[src/rtl/ftkp_pkg.sv]
package ftkp_pkg;

	localparam int MAX_TRACKS = 256;
	localparam int WINDOW     = 128;
	localparam int ID_BITS    = 20;
	localparam int COORD_BITS = 16;

	localparam int SLOT_BITS  = $clog2(MAX_TRACKS);
	localparam int IDX_BITS   = $clog2(WINDOW);
	localparam int LEN_BITS   = IDX_BITS + 1;
	localparam int FRAME_BITS = 7;
	localparam int CNT_BITS   = 9;
	localparam int PT_ADDR_BITS = SLOT_BITS + IDX_BITS;

	// |dx| needs one bit more than a coordinate; dx^2 + dy^2 one more again
	localparam int DIFF_BITS = COORD_BITS + 1;
	localparam int RAD_BITS  = 2 * DIFF_BITS + 1;
	localparam int ROOT_BITS = (RAD_BITS + 1) / 2;
	localparam int SUM_BITS  = ROOT_BITS + SLOT_BITS + 1;
	localparam int MINP_BITS = 16;
	localparam int CFG_IDX_BITS  = 2;
	localparam int CFG_DATA_BITS = 16;

	localparam logic [CNT_BITS-1:0]  RST_MIN_TRACKED  = CNT_BITS'(20);
	localparam logic [MINP_BITS-1:0] RST_PLX_THR      = MINP_BITS'(4096);
	localparam logic [CNT_BITS-1:0]  CNT_SAT          = '1;
	localparam logic [FRAME_BITS-1:0] FRAME_GAP       = FRAME_BITS'(2);

	typedef enum logic [1:0] {
		ACT_ADD    = 2'd0,
		ACT_DECIDE = 2'd1,
		ACT_CLEAR  = 2'd2,
		ACT_NONE   = 2'd3
	} action_t;

	typedef enum logic [CFG_IDX_BITS-1:0] {
		CFG_MIN_TRACKED  = 2'd0,
		CFG_PLX_THR      = 2'd1
	} cfg_idx_t;

	typedef struct packed {
		logic [ID_BITS-1:0]    ident;
		logic [FRAME_BITS-1:0] start;
		logic [LEN_BITS-1:0]   len;
	} meta_t;

	typedef struct packed {
		logic load;
		logic slot_clr;
		logic clear;
		logic scan;
		logic commit;
		logic direct;
		logic dec_init;
		logic chk;
		logic next;
		logic pt_sel;
		logic p0_lat;
		logic diff;
		logic mul;
		logic sqrt_step;
		logic acc;
		logic prod;
		logic out_load;
	} ftkp_cmd_t;

	typedef struct packed {
		action_t act;
		logic    scan_last;
		logic    direct;
		logic    qual;
		logic    slot_last;
		logic    sqrt_last;
		logic    out_busy;
	} ftkp_stat_t;

endpackage

[src/rtl/ftkp_ctrl.sv]
module ftkp_ctrl (
	input  logic                clk,
	input  logic                arst_n,
	input  logic                in_valid,
	output logic                in_ready,
	input  ftkp_pkg::ftkp_stat_t stat,
	output ftkp_pkg::ftkp_cmd_t  cmd
);
	import ftkp_pkg::*;

	typedef enum logic [14:0] {
		S_IDLE     = 15'h0001,
		S_DISP     = 15'h0002,
		S_ADD_SCAN = 15'h0004,
		S_ADD_TAIL = 15'h0008,
		S_ADD_WR   = 15'h0010,
		S_DEC_RD   = 15'h0020,
		S_DEC_CHK  = 15'h0040,
		S_DEC_PA   = 15'h0080,
		S_DEC_PB   = 15'h0100,
		S_DEC_PC   = 15'h0200,
		S_DEC_MUL  = 15'h0400,
		S_DEC_SQRT = 15'h0800,
		S_DEC_ACC  = 15'h1000,
		S_DEC_PROD = 15'h2000,
		S_DEC_FIN  = 15'h4000
	} state_t;

	state_t state_q, state_d;

	assign in_ready = (state_q == S_IDLE);

	always_comb begin
		state_d = state_q;
		cmd     = '0;
		unique case (state_q)
			S_IDLE: begin
				if (in_valid) begin
					cmd.load = 1'b1;
					state_d  = S_DISP;
				end
			end
			S_DISP: begin
				cmd.slot_clr = 1'b1;
				unique case (stat.act)
					ACT_ADD:    state_d = S_ADD_SCAN;
					ACT_DECIDE: begin
						if (stat.direct) begin
							cmd.direct = 1'b1;
							state_d    = S_DEC_FIN;
						end else begin
							cmd.dec_init = 1'b1;
							state_d      = S_DEC_RD;
						end
					end
					ACT_CLEAR: begin
						cmd.clear = 1'b1;
						state_d   = S_IDLE;
					end
					default: state_d = S_IDLE;
				endcase
			end
			S_ADD_SCAN: begin
				cmd.scan = 1'b1;
				if (stat.scan_last)
					state_d = S_ADD_TAIL;
			end
			S_ADD_TAIL: state_d = S_ADD_WR;
			S_ADD_WR: begin
				cmd.commit = 1'b1;
				state_d    = S_IDLE;
			end
			S_DEC_RD: state_d = S_DEC_CHK;
			S_DEC_CHK: begin
				cmd.chk = 1'b1;
				if (stat.qual) begin
					state_d = S_DEC_PA;
				end else if (stat.slot_last) begin
					state_d = S_DEC_PROD;
				end else begin
					cmd.next = 1'b1;
					state_d  = S_DEC_RD;
				end
			end
			S_DEC_PA: state_d = S_DEC_PB;
			S_DEC_PB: begin
				cmd.pt_sel = 1'b1;
				cmd.p0_lat = 1'b1;
				state_d    = S_DEC_PC;
			end
			S_DEC_PC: begin
				cmd.diff = 1'b1;
				state_d  = S_DEC_MUL;
			end
			S_DEC_MUL: begin
				cmd.mul = 1'b1;
				state_d = S_DEC_SQRT;
			end
			S_DEC_SQRT: begin
				cmd.sqrt_step = 1'b1;
				if (stat.sqrt_last)
					state_d = S_DEC_ACC;
			end
			S_DEC_ACC: begin
				cmd.acc = 1'b1;
				if (stat.slot_last) begin
					state_d = S_DEC_PROD;
				end else begin
					cmd.next = 1'b1;
					state_d  = S_DEC_RD;
				end
			end
			S_DEC_PROD: begin
				cmd.prod = 1'b1;
				state_d  = S_DEC_FIN;
			end
			S_DEC_FIN: begin
				if (!stat.out_busy) begin
					cmd.out_load = 1'b1;
					state_d      = S_IDLE;
				end
			end
			default: state_d = S_IDLE;
		endcase
	end

	always_ff @(posedge clk or negedge arst_n) begin
		if (!arst_n)
			state_q <= S_IDLE;
		else
			state_q <= state_d;
	end

endmodule

[config.mk]
export PLATFORM = sky130hd
export DESIGN_NAME = ftkp_ctrl
export DESIGN_NICKNAME = d
export VERILOG_FILES = /design/src/rtl/ftkp_pkg.sv /design/src/rtl/ftkp_ctrl.sv
export SDC_FILE = /design/constraint.sdc
export NUM_CORES = 1
export LEC_CHECK = 0
export BUFFER_PORTS_ARGS = -buffer_cell sky130_fd_sc_hd__buf_2
export CAP_MARGIN = 20
export CORE_MARGIN = 3
export CORE_UTILIZATION = 45
export DETAILED_ROUTE_END_ITERATION = 10
export PLACE_DENSITY = 0.7
export SLEW_MARGIN = 0
export SYNTH_ARGS = -nofsm -noshare
export SYNTH_HDL_FRONTEND = slang
export SYNTH_SLANG_ARGS = --single-unit
[constraint.sdc]
create_clock -name clk -period 3 [get_ports clk]
set_input_delay 0.6 -clock clk [delete_from_list [all_inputs] [get_ports clk]]
set_output_delay 0.6 -clock clk [all_outputs]
set_load 0.005 [all_outputs]
## After elaboration in Yosys (flattened, before gate mapping)

Index checks and enable logic that the tools add are counted.

| storage, ports and cells | value |
|---|---|
| bits in registers | 15 |
| input port bits | 11 |
| output and inout bits | 18 |
| logic and storage cells | 55 |

| cells by class | value |
|---|---|
| equal/unequal tests | 21 |
| muxes and demuxes | 31 |
| reductions and logical operators | 2 |

Operators with widths:

| operator | number |
|---|---|
| 15-bit one-hot mux with 14 select lines | 1 |
| 15-bit two-way mux | 5 |
| 15-bit one-hot mux with 2 select lines | 1 |
| 14-bit two-way mux | 2 |
| 1-bit two-way mux | 17 |
| 15-bit by 1-bit == test with 1-bit output (second input constant) | 1 |
| 15-bit by 10-bit == test with 1-bit output (second input constant) | 1 |
| 15-bit by 11-bit == test with 1-bit output (second input constant) | 1 |
| 15-bit by 12-bit == test with 1-bit output (second input constant) | 1 |
| 15-bit by 13-bit == test with 1-bit output (second input constant) | 1 |
| 15-bit by 14-bit == test with 1-bit output (second input constant) | 1 |
| 15-bit == test (second input constant) | 1 |
| 15-bit by 2-bit == test with 1-bit output (second input constant) | 1 |
| 15-bit by 3-bit == test with 1-bit output (second input constant) | 1 |
| 15-bit by 4-bit == test with 1-bit output (second input constant) | 1 |
| 15-bit by 5-bit == test with 1-bit output (second input constant) | 1 |
| 15-bit by 6-bit == test with 1-bit output (second input constant) | 1 |
| 15-bit by 7-bit == test with 1-bit output (second input constant) | 1 |
| 15-bit by 8-bit == test with 1-bit output (second input constant) | 1 |
| 15-bit by 9-bit == test with 1-bit output (second input constant) | 1 |
| 2-bit two-way mux | 4 |
| 2-bit inequality test (second input constant) | 4 |
| 4-bit AND reduction | 1 |
| 2-bit by 1-bit == test with 1-bit output (second input constant) | 1 |
| 3 further kinds | 3 |

## Depth between registers and ports, before layout

Gate-level depths: netlist (run 1).

| depth | value |
|---|---|
| depth after elaboration | 3 |
| mapped depth | 6 |
| gate-level depth less buffers | 5 |

## Least setup slack after synthesis (run 1)

OpenSTA, ideal clock, no wires.

| timing | value |
|---|---|
| kind | reg2out |
| from | reg state_q[3] |
| to | out cmd[7] (netlist name) |
| arrival time | 1,941 ps |
| data required time | 2,400 ps |
| slack | 459 ps |
| stages on the path, launching flop included | 5 |
| path buffers | 1 |
| cells stage by stage | dfrtp_1 -> nor4_1 -> nand3_1 -> nor4b_1 -> buf_4 |

RTL lines:

| what | line | text |
|---|---|---|
| start, declared | ftkp_ctrl.sv:29 | `state_t state_q, state_d;` |
| start signal, assigned | ftkp_ctrl.sv:131 | `state_q <= state_d;` |
| end, declared | ftkp_ctrl.sv:7 | `output ftkp_pkg::ftkp_cmd_t cmd` |

==> results by group, run 1 <==
Layout
  • Share of cells above drive strength 1: 0.294
  • ANT cells: 0
  • Layout Nets: roughly 160
  • Fill cells: approximately 200
  • Most flops, register: state_q
  • Area growth syn-to-layout: 17.1%
  • Max reg flops: 15
  • Top flop regs: state_q (15)

Timing
  • Relative slew slack: 0.706
  • Max Clock Skew: approximately 0.0045 ns
  • Setup-failing EPs final: 0
  • Final Hold Slack: 0.201 ns
  • Setup TNS: 0 ns
  • Final Critical Period: approximately 2.8 ns
  • Tightest Pin Transition: 0.430 ns
  • Hold Vio Cnt, Final: 0
  • F_max: between 300 and 400 MHz
  • Fin crit share: 0.945
  • Fin. max-slew vios: 0
  • Unrepaired setup endpoints after global routing: false

Yosys
  • Count of state elements after synthesis: 15
  • Cell variety after synth: 38
  • Syn Nets: ~130
  • Avg Cell Area, Syn: between 9 and 10 sq um
  • Mapped Area: roughly 1100 sq um
  • Post-Synthesis Cells: 115
  • Yosys synthesis warning count: 0
  • Register area share after synthesis: 0.358

Critical path
  • Critical Path AT: about 2.2 ns
  • Critical path type: flop to primary output
  • CP max stage delay: roughly 0.49 ns
  • Slowest CP cell: dfrtp_1
  • CP Capture Type: primary output
  • Crit path max fanout: 8
  • Crit-path cells: nor4_4, nand4_2, or3b_4, nor3_4, buf_2
  • Worst path required time: roughly 2.4 ns
  • CP Launch Type: flop
  • Crit-path leading delay family: simple AND/OR/NAND/NOR gates
  • Critical path buffer and inverter count: 1

Run
  • Max_cap viols: 0

Clock network
  • CTS sink cnt: 15
  • Depth of the CTS H-tree: 1
  • CTS Root Cell: clkbuf_4
  • Clk slew on worst S/H paths: 0.09 ns
  • CTS-repair resized insts: 0
  • Cts bufs inserted: 3
  • Setup bufs post-CTS: 0
  • Clock latency on the worst-skew pair: about 0.28 ns
  • Hold-fix buffers, CTS: 0
  • Worst-case clock buffer depth: 2
  • Clock tree from TritonCTS: done

Detailed routing
  • Final ANT Viol Nets: 0
  • Pre-Repair DR Iteration Count: 4
  • Final Routed Wirelength: approximately 2400 microns
  • Post-route DRC violation count: 0
  • Wire per inst: 14.2 microns
  • Via-per-instance ratio: 5.66
  • Via count: approximately 960
  • DRT iter0 DRCs: 22

Global routing
  • Total track usage: 0.183
  • Global route overflow: 0
  • Largest net degree at the start of global routing: 16
  • First-pass GRT wire length: 3910 microns
  • Vias in the first global route: 884
  • Initial antenna violation count: 0

Die
  • Initial Util: 0.505
  • Row cnt: 16
  • Top Ports: 29
  • Die width: 54.3 microns
  • Die Area: roughly 3000 sq um
  • Core Area: ~2100 sq um
  • Die H: between 50 and 60 microns

Run status
  • Status: complete, no violations

Power
  • VDD IR max: 368 uV
  • Power Dens Cells: roughly 500 nW/um^2
  • Leak: just over 0.6 nW

Placed design
  • Port bufs: 28
  • DP HPWL: ~1900 microns
  • GP Congestion: between 0.8 and 0.9

Hold path
  • Worst hold path type: primary input to async pin
stage by stage:
stage	utilization	power [mW]	cell area, sq um	cells	setup WS (ns)
after global routing	0.591	0.652	1230	170	0.0264
after floorplan	-	0.407	1050	115	0.459
after global placement	0.579	0.488	1200	166	0.546
after detailed placement	0.579	0.493	1200	166	0.472
final	0.591	0.608	1230	170	0.166
after CTS	0.591	0.611	1230	170	0.148
synthesized netlist by cell type:
cell | n | area (sq um)
clkbuf_2 | 1 | 5.00
nor2_1 | 18 | 67.6
o32ai_1 | 2 | 17.5
a211o_1 | 1 | 8.76
nand3b_1 | 4 | 30.0
nand2b_1 | 2 | 12.5
o21a_1 | 1 | 7.51
buf_6 | 1 | 11.3
a22oi_1 | 1 | 7.51
o21ai_0 | 2 | 10.0
clkbuf_1 | 3 | 11.3
nand3_1 | 3 | 15.0
nor4_1 | 5 | 31.3
nor3_4 | 3 | 48.8
and3_1 | 1 | 6.26
nand4b_1 | 2 | 17.5
a21oi_1 | 1 | 5.00
xnor2_1 | 1 | 8.76
and3_2 | 1 | 7.51
buf_4 | 1 | 7.51
nor2b_1 | 1 | 6.26
a211oi_1 | 2 | 15.0
inv_1 | 6 | 22.5
nand4_1 | 2 | 12.5
or3b_4 | 1 | 11.3
dfstp_2 | 1 | 26.3
nor4_4 | 2 | 42.5
nor4b_1 | 6 | 52.6
and2_1 | 5 | 31.3
or2_1 | 1 | 6.26
nand2_1 | 5 | 18.8
a2111oi_0 | 1 | 8.76
nand4_2 | 1 | 12.5
xor2_1 | 4 | 35.0
and4b_1 | 1 | 10.0
nor3b_1 | 5 | 37.5
dfrtp_1 | 14 | 350
nor3_1 | 3 | 15.0
where the power goes:
group / internal, mW / total (mW) / switching, mW
logic: 0.108 / 0.237 / 0.129
clock network: 0.0516 / 0.118 / 0.0660
registers: 0.223 / 0.253 / 0.0302
routing by layer:
metal  vias up  global-route usage  share of wire
li1        477                   -              -
met1       440               0.246           0.45
met2        43               0.295           0.47
met3         2              0.0327          0.071
met4         0              0.0622         0.0075
met5         -                   0              0
cell usage in the layout (no fill, tap or decap), types with 2 or more instances in the layout:
master    count
buf_2        28
nor2_1       18
dfrtp_1      14
inv_1         6
nor4b_1       6
nor4_1        5
nand2_1       5
nor3b_1       5
and2_1        5
nand3b_1      4
xor2_1        4
nor3_4        3
nand3_1       3
nor3_1        3
clkbuf_4      3
nor4_4        2
nand4b_1      2
nand2b_1      2
nand4_1       2
o32ai_1       2
a211oi_1      2
o21ai_0       2
buf_4         2
cells by family (layout without fill, tap and decap cells):
group / after synthesis / in the layout / share of synthesized area
simple gates: 72 / 72 / 0.469
flops: 15 / 15 / 0.358
buf+inv: 12 / 40 / 0.0548
compound gates: 11 / 11 / 0.0762
xor+xnor: 5 / 5 / 0.0417
final cells by class:
class,count,area (sq um),share of cell area
multi-input cells,88,617,0.501
clock buffers,4,26.3,0.0213
flip-flops and latches,15,377,0.306
inverters,6,22.5,0.0183
repair buffers,30,155,0.126
well taps,27,33.8,0.0274
final timing paths:
kind / to / from / depth (start not counted) / slack [ns]
setup / recovery: cmd[10] / state_q[9] / 5 / 0.17
hold / removal: state_q[10] / arst_n / 1 / 0.20
setup reg to reg: state_q[5] / state_q[9] / 5 / 1.01
hold reg to reg: state_q[6] / state_q[4] / 1 / 0.60
max in group asynchronous: state_q[0] / arst_n / 1 / 2.50
min in group clk: state_q[2] / stat[5] / 2 / 0.51
Note: power is estimated with default switching activity, not from simulation.
==> run 2, diff against run 1 <==
--- a/config.mk
+++ b/config.mk
@@ -7,10 +7,12 @@
 export LEC_CHECK = 0
 export BUFFER_PORTS_ARGS = -buffer_cell sky130_fd_sc_hd__buf_2
 export CAP_MARGIN = 20
+export CELL_PAD_IN_SITES_DETAIL_PLACEMENT = 1
+export CELL_PAD_IN_SITES_GLOBAL_PLACEMENT = 1
 export CORE_MARGIN = 3
-export CORE_UTILIZATION = 45
+export CORE_UTILIZATION = 41
 export DETAILED_ROUTE_END_ITERATION = 10
-export PLACE_DENSITY = 0.7
+export PLACE_DENSITY_LB_ADDON = 0.1
 export SLEW_MARGIN = 0
 export SYNTH_ARGS = -nofsm -noshare
 export SYNTH_HDL_FRONTEND = slang
==> constraint.sdc (replaced) <==
create_clock -name clk -period 3.4 [get_ports clk]
set_input_delay 0.68 -clock clk [delete_from_list [all_inputs] [get_ports clk]]
set_output_delay 0.68 -clock clk [all_outputs]
set_load 0.005 [all_outputs]
==> run 2 against run 1 <==
Effect of this change: hold slack gained 0.076 ns; register-to-register slack gained 0.39 ns; combinational power shrank 8.4%; critical path type unchanged; global-route usage grew 0.45 points; first-iteration DRC count shrank 18%; highest routed layer unchanged; sequential power shrank 12%; largest cell class unchanged; count of clock-buffer cells in the layout shrank 1.
==> results by group, run 2 (same netlist as run 1, synthesis figures left out) <==
Run status
  • Status: complete, no violations (unchanged)

Layout
  • Core Util, Final: 0.533 (was 0.591)
  • Top flop regs: state_q (15) (unchanged)
  • Commonest cells after routing, fill and taps aside: 28 x buf_2, 18 x nor2_1, 14 x dfrtp_1 (unchanged)
  • Share of cells above drive strength 1: 0.301 (was 0.294)
  • Most flops, register: state_q (unchanged)
  • Most common cell after layout, fill and taps aside: buf_2 (unchanged)
  • Post-route cell area: 1240 sq um (was 1230 sq um)
  • Area growth syn-to-layout: 17.6% (was 17.1%)
  • ANT cells: 0 (unchanged)
  • Fill cells: 295 (was 204)
  • Max reg flops: 15 (unchanged)
  • Layout Nets: 155 (unchanged)

Timing
  • Setup-failing EPs final: 0 (unchanged)
  • Max Clock Skew: 0.00637 ns (was 0.00451 ns)
  • Setup TNS: 0 ns (unchanged)
  • Relative slew slack: 0.749 (was 0.706)
  • Tightest Pin Transition: 0.371 ns (was 0.430 ns)
  • Unrepaired setup endpoints after global routing: false (unchanged)
  • Hold Vio Cnt, Final: 0 (unchanged)
  • Fin crit share: 0.858
  • F_max: roughly 340 MHz
  • Final Hold Slack: 0.277 ns (was 0.201 ns)
  • Fin. max-slew vios: 0 (unchanged)
  • Final Critical Period: 2.92 ns

Die
  • Core Area: 2320 sq um (was 2080 sq um)
  • Die width: 56.6 microns (was 54.3 microns)
  • Row cnt: 17 (was 16)
  • Initial Util: 0.453 (was 0.505)
  • Die H: 56.6 microns (was 54.3 microns)
  • Die Area: 3210 sq um (was 2950 sq um)
  • Top Ports: 29 (unchanged)

Critical path
  • Crit-path cells: nor4_4, nand4_2, or3b_4, nor3_4, buf_2 (unchanged)
  • Reg2Reg Setup Slack: 1.40 ns (was 1.01 ns)
  • CP Launch Type: flop (unchanged)
  • Critical path buffer and inverter count: 1 (unchanged)
  • Crit path max fanout: 8 (unchanged)
  • Critical path type: flop to primary output (unchanged)
  • Critical Path AT: 2.24 ns (was 2.23 ns)
  • CP max stage delay: 0.49 ns (about the same)
  • Worst path required time: 2.72 ns (was 2.40 ns)
  • CP Capture Type: primary output (unchanged)
  • Slowest CP cell: dfrtp_1 (unchanged)
  • Crit-path leading delay family: simple AND/OR/NAND/NOR gates (unchanged)

Global routing
  • Largest net degree at the start of global routing: 16 (unchanged)
  • Total track usage: 0.188 (was 0.183)
  • Global route overflow: 0 (unchanged)
  • Initial antenna violation count: 0 (unchanged)
  • Vias in the first global route: 988 (was 884)
  • First-pass GRT wire length: 4750 microns (was 3910 microns)

Detailed routing
  • DRT iter0 DRCs: 18 (was 22)
  • Via-per-instance ratio: 5.64 (was 5.66)
  • Final Routed Wirelength: 2670 microns (was 2410 microns)
  • Pre-Repair DR Iteration Count: 4 (unchanged)
  • Wire per inst: 15.6 microns (was 14.2 microns)
  • Final ANT Viol Nets: 0 (unchanged)
  • Via count: 964 (was 962)
  • Post-route DRC violation count: 0 (unchanged)

Clock network
  • Clock latency on the worst-skew pair: 0.29 ns (was 0.28 ns)
  • CTS Root Cell: clkbuf_4 (unchanged)
  • Clock tree from TritonCTS: done (unchanged)
  • Cts bufs inserted: 3 (unchanged)
  • Worst-case clock buffer depth: 2 (unchanged)
  • CTS-repair resized insts: 0 (unchanged)
  • CTS sink cnt: 15 (unchanged)
  • Depth of the CTS H-tree: 1 (unchanged)
  • Clk slew on worst S/H paths: 0.10 ns (was 0.09 ns)
  • Hold-fix buffers, CTS: 0 (unchanged)
  • Setup bufs post-CTS: 0 (unchanged)

Placed design
  • Placed cell areas: 1210 sq um (was 1200 sq um)
  • Port bufs: 28 (unchanged)
  • GP Congestion: 0.839 (was 0.811)
  • DP HPWL: 2100 microns (was 1870 microns)

Run
  • Max_cap viols: 0 (unchanged)

Hold path
  • Worst hold path type: primary input to async pin (unchanged)

Power
  • Total power: 0.550 mW (was 0.608 mW)
  • VDD IR max: 286 uV (was 368 uV)
  • Power Dens Cells: 445 nW/um^2 (was 493 nW/um^2)
  • Leak: 0.621 nW (was 0.622 nW)
run 2: cell types whose count changed in the layout (fill, tap and decap cells not counted), sizes merged:
| cell | delta |
|---|---|
| clkbuf | -1 |
| clkinvlp | +1 |
run 2: cell type report:
type | count | area (sq um) | share of cell area
tap | 28 | 35.0 | 0.0283
clock inverter | 1 | 7.51 | 0.00607
timing repair buffer | 30 | 155 | 0.126
sequential | 15 | 377 | 0.305
multi-input combinational | 88 | 617 | 0.499
inverter | 6 | 22.5 | 0.0182
clock buffer | 3 | 22.5 | 0.0182
run 2: worst paths after layout:
check	start	cells past startpoint	to
worst max-delay path	state_q[9]	5	cmd[10]
worst min-delay path	arst_n	1	state_q[3]
worst max register to register	state_q[9]	5	state_q[5]
worst min register to register	state_q[4]	1	state_q[6]
max in group asynchronous	arst_n	1	state_q[0]
min in group clk	stat[5]	2	state_q[2]
run 2: metrics by stage:
step / setup slack, ns / instances
CTS: 0.458 / 171
global placement: 0.866 / 167
floorplan: 0.779 / 115
global route: 0.315 / 171
detailed placement: 0.813 / 167
finish: 0.483 / 171
run 2: report_power, final:
group	switching [mW]	leakage [nW]	internal, mW
registers	0.0266	0.205	0.197
logic	0.121	0.402	0.0951
clock network	0.0658	0.0139	0.0448
total	0.214	0.621	0.337
run 2: worst reg2reg max path, stage by stage, from the launching register on:
cell	delay, ns
dfrtp_1	0.49
nor4_4	0.42
nand4_2	0.21
or3b_4	0.49
nor3_4	0.19
or2_1	0.14
run 2: routing by layer:
layer  part of all wire  wire length [microns]  vias up  track usage
met2               0.47                   1250       23        0.289
met4             0.0090                     24        0       0.0508
met5                  0                      0        -            0
li1                   -                      -      471            -
met3              0.040                    108        2       0.0483
met1               0.48                   1290      468        0.259
